--- src/hdl/oah_pkg.sv ---
package oah_pkg;

    localparam int TABLE_SIZE = 16;
    localparam int SLOT_W     = $clog2(TABLE_SIZE);
    localparam int KEY_W      = 34;
    localparam int FUNC_W     = 2;

    typedef logic [KEY_W-1:0]  key_t;
    typedef logic [SLOT_W-1:0] slot_t;
    typedef logic [FUNC_W-1:0] func_t;

    // operation codes
    localparam func_t FUNC_INSERT = 2'd0;
    localparam func_t FUNC_READ   = 2'd1;
    localparam func_t FUNC_CLEAR  = 2'd2;

    // quadratic probe offset i*i, reduced mod TABLE_SIZE
    function automatic slot_t sq_offset(input slot_t i);
        logic [2*SLOT_W-1:0] prod;
        prod = {{SLOT_W{1'b0}}, i} * {{SLOT_W{1'b0}}, i};
        return prod[SLOT_W-1:0];
    endfunction

endpackage

--- src/hdl/open_addressing_hash_insert.sv ---
// Open-addressing hash table, 16 slots of 34-bit keys. Pulse start while busy
// is low to issue one item: insert (func 0), read slot (func 1) or clear
// (func 2). Every item returns exactly one result, shown for a single cycle
// with done high; the receiver cannot stall it, so capture it on that edge.
// Insert hashes to key mod 16 and walks the probe sequence (linear or
// quadratic per probe_mode) one slot per cycle against the valid flops,
// registering the result at the first free slot; a full table reports
// table_full after all 16 probes. Read goes through the key RAM (synchronous
// read) into rdata_reg and then the result registers. Clear drops all valid
// bits at once and answers the next cycle. busy falls in the same cycle that
// done rises, so the next item may be issued while a result is shown. The
// user must write probe_mode by cfg_we / cfg_wdata only while the block is
// idle; the block does not enforce this. No clearing pass after reset.
module open_addressing_hash_insert (
    input  logic                    clk,
    input  logic                    rst_n,
    input  logic                    start,
    output logic                    busy,
    input  oah_pkg::func_t          func,
    input  oah_pkg::key_t           key,
    input  oah_pkg::slot_t          slot_index,
    output logic                    done,
    output oah_pkg::slot_t          slot,
    output oah_pkg::key_t           entry_key,
    output logic                    entry_used,
    output logic                    table_full,
    input  logic                    cfg_we,
    input  logic                    cfg_wdata
);

    typedef enum logic [1:0] {ST_IDLE, ST_PROBE, ST_READ} state_t;

    localparam oah_pkg::slot_t LAST_PROBE = oah_pkg::slot_t'(oah_pkg::TABLE_SIZE - 1);

    state_t                            state_reg;
    logic                              probe_mode_reg;
    logic [oah_pkg::TABLE_SIZE-1:0]    valid_reg;
    oah_pkg::key_t                     key_reg;
    oah_pkg::slot_t                    home_reg;
    oah_pkg::slot_t                    cnt_reg;
    oah_pkg::slot_t                    idx_reg;
    logic                              idx_valid_reg;

    // result registers
    logic                              done_reg;
    oah_pkg::slot_t                    slot_reg;
    oah_pkg::key_t                     entry_key_reg;
    logic                              entry_used_reg;
    logic                              table_full_reg;

    // key RAM
    oah_pkg::key_t                     key_mem [oah_pkg::TABLE_SIZE];
    oah_pkg::key_t                     rdata_reg;

    logic                              accept;
    oah_pkg::slot_t                    probe_addr;
    logic                              probe_hit;
    logic                              mem_we;

    assign accept = start && (state_reg == ST_IDLE);

    // probe position for step cnt_reg
    always_comb
    begin
        if (probe_mode_reg)
            probe_addr = home_reg + oah_pkg::sq_offset(cnt_reg);
        else
            probe_addr = home_reg + cnt_reg;
    end

    assign probe_hit = !valid_reg[probe_addr];
    assign mem_we    = (state_reg == ST_PROBE) && probe_hit;

    // synchronous RAM: write on a placed insert, read at the accepted index
    always_ff @(posedge clk)
    begin
        if (mem_we)
            key_mem[probe_addr] <= key_reg;
        rdata_reg <= key_mem[slot_index];
    end

    always_ff @(posedge clk or negedge rst_n)
    begin
        if (!rst_n)
        begin
            state_reg      <= ST_IDLE;
            probe_mode_reg <= 1'b0;
            valid_reg      <= '0;
            done_reg       <= 1'b0;
        end
        else
        begin
            done_reg <= 1'b0;
            if (cfg_we)
                probe_mode_reg <= cfg_wdata;
            case (state_reg)
                ST_IDLE:
                begin
                    if (accept)
                    begin
                        case (func)
                            oah_pkg::FUNC_INSERT:
                            begin
                                state_reg <= ST_PROBE;
                            end
                            oah_pkg::FUNC_READ:
                            begin
                                state_reg <= ST_READ;
                            end
                            oah_pkg::FUNC_CLEAR:
                            begin
                                valid_reg      <= '0;
                                done_reg       <= 1'b1;
                                slot_reg       <= '0;
                                entry_key_reg  <= '0;
                                entry_used_reg <= 1'b0;
                                table_full_reg <= 1'b0;
                            end
                            default:
                            begin
                                done_reg       <= 1'b1;
                                slot_reg       <= '0;
                                entry_key_reg  <= '0;
                                entry_used_reg <= 1'b0;
                                table_full_reg <= 1'b0;
                            end
                        endcase
                    end
                end
                ST_PROBE:
                begin
                    if (probe_hit)
                    begin
                        valid_reg[probe_addr] <= 1'b1;
                        state_reg      <= ST_IDLE;
                        done_reg       <= 1'b1;
                        slot_reg       <= probe_addr;
                        entry_key_reg  <= key_reg;
                        entry_used_reg <= 1'b1;
                        table_full_reg <= 1'b0;
                    end
                    else if (cnt_reg == LAST_PROBE)
                    begin
                        state_reg      <= ST_IDLE;
                        done_reg       <= 1'b1;
                        slot_reg       <= '0;
                        entry_key_reg  <= '0;
                        entry_used_reg <= 1'b0;
                        table_full_reg <= 1'b1;
                    end
                end
                ST_READ:
                begin
                    state_reg      <= ST_IDLE;
                    done_reg       <= 1'b1;
                    slot_reg       <= idx_reg;
                    entry_key_reg  <= idx_valid_reg ? rdata_reg : '0;
                    entry_used_reg <= idx_valid_reg;
                    table_full_reg <= 1'b0;
                end
                default:
                begin
                    state_reg <= ST_IDLE;
                end
            endcase
        end
    end

    // item payload, no reset needed
    always_ff @(posedge clk)
    begin
        if (accept)
        begin
            key_reg       <= key;
            home_reg      <= key[oah_pkg::SLOT_W-1:0];
            cnt_reg       <= '0;
            idx_reg       <= slot_index;
            idx_valid_reg <= valid_reg[slot_index];
        end
        else if (state_reg == ST_PROBE)
        begin
            cnt_reg <= cnt_reg + 1'b1;
        end
    end

    assign busy       = (state_reg != ST_IDLE);
    assign done       = done_reg;
    assign slot       = slot_reg;
    assign entry_key  = entry_key_reg;
    assign entry_used = entry_used_reg;
    assign table_full = table_full_reg;

`ifndef NO_ASSERTIONS
    // in linear mode a full report only when every slot was occupied;
    // the quadratic orbit can miss empty slots
    a_full_means_all_valid: assert property (@(posedge clk) disable iff (!rst_n)
        (!probe_mode_reg && state_reg == ST_PROBE && !probe_hit && cnt_reg == LAST_PROBE)
        |-> (&valid_reg))
        else $error("table_full raised with an empty slot");

    // a placed key marks its slot valid
    a_place_sets_valid: assert property (@(posedge clk) disable iff (!rst_n)
        mem_we |=> valid_reg[$past(probe_addr)])
        else $error("placed slot not marked valid");

    // result flags never both set
    a_used_xor_full: assert property (@(posedge clk) disable iff (!rst_n)
        done |-> !(entry_used && table_full))
        else $error("entry_used and table_full both set");

    // the block goes idle whenever a result is shown
    a_done_idle: assert property (@(posedge clk) disable iff (!rst_n)
        done |-> !busy)
        else $error("result shown while still busy");
`endif

endmodule
--- config.mk ---
export PLATFORM = sky130hd
export DESIGN_NAME = open_addressing_hash_insert
export DESIGN_NICKNAME = d
export VERILOG_FILES = /design/src/hdl/oah_pkg.sv /design/src/hdl/open_addressing_hash_insert.sv
export SDC_FILE = /design/constraint.sdc
export NUM_CORES = 1
export LEC_CHECK = 0
export BUFFER_PORTS_ARGS = -buffer_cell sky130_fd_sc_hd__buf_4
export CORE_MARGIN = 5
export CORE_UTILIZATION = 25
export CTS_CLUSTER_SIZE = 12
export DETAILED_ROUTE_END_ITERATION = 10
export GPL_TIMING_DRIVEN = 0
export PLACE_DENSITY_LB_ADDON = 0.05
export SLEW_MARGIN = 20
export SYNTH_ARGS = -nofsm -noshare
export SYNTH_HDL_FRONTEND = slang
export SYNTH_SLANG_ARGS = --single-unit
--- constraint.sdc ---
create_clock -name clk -period 5.3 [get_ports clk]
set_clock_uncertainty 0.2 [all_clocks]
set_input_delay 1.06 -clock clk [delete_from_list [all_inputs] [get_ports clk]]
set_output_delay 1.06 -clock clk [all_outputs]
set_load 0.05 [all_outputs]
; ---- Word level (Yosys, flattened, before mapping)
; Memories as Yosys holds them, arrays and structs flattened. A register that Yosys moved wholly into a read port is not among the register bits.
; Cells that the tools add are included.
[totals]
register_bits = 107
ramBits = 544
input_bits = 45
out_inout_bits = 42
elab_cells = 88
memories = 1
[mem_list]
columns = name, depth, width, rd, rd_clocked_by_memory_dff, wr, line
row1 = key_mem, 16, 34, 1, 1, 1, open_addressing_hash_insert.sv:52  ; oah_pkg::key_t key_mem [oah_pkg::TABLE_SIZE];
[classes]
n_addsub = 3
multipliers = 1
n_lt_le_gt_ge = 3
eq_ne = 11
n_mux = 42
n_bitwise = 1
n_reduce_logical = 13
[ops]
columns = operator, count
row1 = $mux 34, 5
row2 = $pmux 34 s3, 1
row3 = $mux 16, 3
row4 = $pmux 16 s2, 1
row5 = $mux 4, 5
row6 = $or 16x16->16, 1
row7 = $mux 1, 15
row8 = $pmux 4 s3, 1
row9 = $lt 4x5->1 const B, 2
row10 = $pmux 1 s3, 3
row11 = $add 4x4->4, 2
row12 = $bmux 1 s4, 2
row13 = $pmux 2 s2, 2
row14 = $mux 2, 3
row15 = $ne 2x2->1 const B, 3
row16 = $reduce_and 5->1, 1
row17 = $add 4x1->4 const B, 1
row18 = $demux 1 s4, 1
row19 = $eq 2x1->1 const B, 2
row20 = $eq 2x2->1 const B, 2
row21 = $eq 4x4->1 const B, 1
row22 = $ge 4x1->1 const B, 1
row23 = $logic_not 2->1, 2
row24 = $mul 4x4->4, 1
row25 = 10 further kinds, 13

; ---- Logic depth before layout (Yosys ltp)
[depth]
depth_word = 10
mapped_depth = 12
mapped_depth_nobuf = 11

; ---- Worst setup path after synthesis
; OpenSTA, ideal clock, no wires.
[synth_path]
kind = register -> register
from = register, netlist name key_reg[0]
to = memory key_mem[5][0] (netlist bit) (enable)
setup_ps = 425
arrival_time_ps = 4082
t_required_ps = 4675
slack_ps = 593
path_stages_with_launch = 9
n_path_buf = 0
synth_period_minus_slack_ps = 4707
path_cell_list = edfxtp_1 > ha_1 > fa_1 > mux2i_1 > mux4_2 > mux2_4 > nor2_1 > nand3_1 > nor2_1
[synth_rtl]
columns = item, line
row1 = to (decl), open_addressing_hash_insert.sv:52

==> impl_metrics.json <==
{
  "cp.required_ns": 5.42,
  "met1_length_um": 34910,
  "dr.max_layer_used": "met4",
  "p_leak_nw": 10.30,
  "dr_wl_met2_um": 36840,
  "finalCritPeriodShare_pct": 94.43,
  "dieArea_um2": 108900,
  "worst_pin_slew_ns": 1.116,
  "port_buffers": 86,
  "final_cell_mix": "623 x edfxtp_1, 178 x mux4_2, 87 x buf_4",
  "die_h_um": 330.0,
  "fill_cells": 9719,
  "grt_pass1_vias": 13033,
  "crit_type": "flip-flop to flip-flop",
  "timing.final.crit_period_ns": 5.005,
  "p_total_mw": 14.44,
  "synthAdderAreaFrac_pct": 0.7136,
  "ioPinCount": 87,
  "ir_drop_mv": 0.2138,
  "maxCapViolCount": 0,
  "wl_um": 76290,
  "async_reset_ff_share_pct": 2.937,
  "worstSetupEndpointType": "flip-flop",
  "regMostFlops": "key_mem",
  "hold_viol": 0,
  "synth.area.mux_share_pct": 16.11,
  "vias": 12211,
  "ant_nets": 0,
  "coreArea_um2": 101700,
  "cts_sinks": 681,
  "clock_latency_ns": 0.63,
  "synth_cell_type_count": 49,
  "start_util_pct": 25.16,
  "power-per-cell-area_nw_per_um2": 452.3,
  "gp_congestion": 0.6772,
  "ys_seq_elements": 681,
  "synth_area_um2": 25600,
  "rsz0062_at_grt": "no",
  "cts_root_buf": "clkbuf_16",
  "grt_pass1_wl_um": 106500,
  "dp_hpwl_um": 50170,
  "cts_made_buffers": 83,
  "syn_area_per_cell_um2": 23.08,
  "critPathLaunchType": "flip-flop",
  "track_usage_pct": 14.07,
  "synth_cells": 1109,
  "num_rows": 117,
  "largest_reg_flops": 544,
  "fin_nets": 1385,
  "final_common_cell": "edfxtp_1",
  "drt_iter0_drc": 988,
  "grt_max_degree": 25,
  "die_x_um": 330.0,
  "fin_hold_ws_ns": 0.1240,
  "synth_edf_count": 623,
  "slew_viol_final": 0,
  "clkTransAtPathRegs_ns": 0.06,
  "setup_viol": 0,
  "synth_simple_gate_area_share_pct": 1.642,
  "synth_nets": 1168,
  "multi_input_area_um2": 5504,
  "synth_compound_area_share_pct": 2.390,
  "max_clock_freq_mhz": 199.8,
  "cts_max_level": 3,
  "drive_above_1_share_pct": 34.77,
  "final_util_pct": 31.39,
  "drtPass1Iterations": 5,
  "wl_per_cell_um": 27.60,
  "cts_tree": "built",
  "seq_area_um2": 19970,
  "yosysSeqAreaShare_pct": 78.01,
  "areaGrowthSynthToFinish_pct": 24.74,
  "ctsHoldBuffers": 0,
  "clk_path_buf_depth": 3,
  "dr_wl_met3_um": 3264,
  "cp_max_fo": 18,
  "synth_top_family_by_area": "multiplexers",
  "hold_path.class": "primary input to asynchronous set/reset pin",
  "antenna_found_initial": 2,
  "synth_ff_type": "edfxtp_1",
  "status": "completed",
  "synth_warnings": 0,
  "maxSlewHeadroom_pct": 25.57,
  "drc": 0,
  "gr-total-overflow": 0,
  "crit_arrival_ns": 5.13,
  "yosys.area_share.xor_xnor_pct": 0.1369,
  "via_per_inst": 4.418
}
==> routing by layer <==
layer | GRT usage (%) | vias to the layer above
li1 | - | 5161
met1 | 19.57 | 6694
met2 | 23.08 | 268
met3 | 2.581 | 88
met4 | 3.299 | 0
met5 | 0 | -
==> critical path, cell delays in order, from the launching register on <==
cell      delay, ns
edfxtp_1       0.78
ha_1           0.33
fa_1           0.46
mux2i_2        0.47
mux4_2         0.40
mux2_4         0.32
nor2_1         0.21
nand3_1        0.36
nor2_4         0.56
buf_16         0.23
buf_16         0.17
buf_16         0.16
==> kinds of logic after synthesis <==
logic type                 after synthesis
AOI/OAI and AO/OA                       77
xor gates and xnor gates                 4
adders and majority gates               14
buffers and inverters                   59
DFF                                    681
muxes                                  186
and+or+nand+nor                         88
==> worst paths after layout <==
| check | startpoint | to | slack (ns) | cells after the start |
|---|---|---|---|---|
| max | key_reg[0] | key_mem[6][14] | 0.30 | 11 |
| min in group clk | rdata_reg[32] | entry_key[32] | 0.31 | 1 |
| min reg2reg | rdata_reg[32] | entry_key[32] | 0.31 | 1 |
| max reg2reg | key_reg[0] | key_mem[6][14] | 0.30 | 11 |
| min | rst_n | valid_reg[13] | 0.12 | 1 |
| max in group asynchronous | rst_n | valid_reg[8] | 4.53 | 1 |
==> metrics by stage <==
stage,setup slack [ns],TNS (ns),instances,cell area (um^2)
2_1_floorplan,0.5933,0,1109,25600
3_3_place_gp,-3.216,-1607.33,2563,27960
3_5_place_dp,0.06141,0,2609,29300
4_1_cts,0.04647,0,2763,31920
5_1_grt,0.02915,0,2763,31930
6_report,0.2953,0,2764,31930
==> cells in the mapped netlist, types with 4 or more instances <==
| cell type | n | share of area, % |
|---|---|---|
| o21a_1 | 5 | 0.15 |
| dfrtp_1 | 20 | 2.0 |
| nand2_1 | 14 | 0.21 |
| nand3_1 | 6 | 0.12 |
| buf_1 | 22 | 0.32 |
| a22o_1 | 34 | 1.2 |
| ha_1 | 13 | 0.64 |
| edfxtp_1 | 623 | 73 |
| inv_1 | 6 | 0.088 |
| mux4_2 | 178 | 16 |
| clkbuf_1 | 25 | 0.37 |
| a31oi_1 | 6 | 0.15 |
| dfxtp_1 | 38 | 3.0 |
| a21oi_1 | 12 | 0.23 |
| a32o_1 | 5 | 0.20 |
| buf_6 | 4 | 0.18 |
| nor2_1 | 46 | 0.67 |
==> what timing repair did <==
item | in CTS | in global routing
buffers inserted | 0 | 0
gates resized for setup | 0 | 1
endpoints found under the setup margin | 0 | 40
==> area by class of cell <==
type,count,area share [%]
flip-flops and latches,681,62.53
plain buffers,53,0.8502
clock buffers,115,7.233
inverters,6,0.07053
repair buffers,132,5.736
multi-input cells,369,17.24
well taps,1368,5.360
clock inverters,39,0.9717
diodes,1,0.007836
==> where the power goes <==
| part | internal (mW) | leakage, nW | switching [mW] |
|---|---|---|---|
| combinational | 0.738 | 2.78 | 1.34 |
| sequential | 6.53 | 6.24 | 0.362 |
| clock | 3.24 | 1.28 | 2.24 |
(Power assumes the default switching activity.)
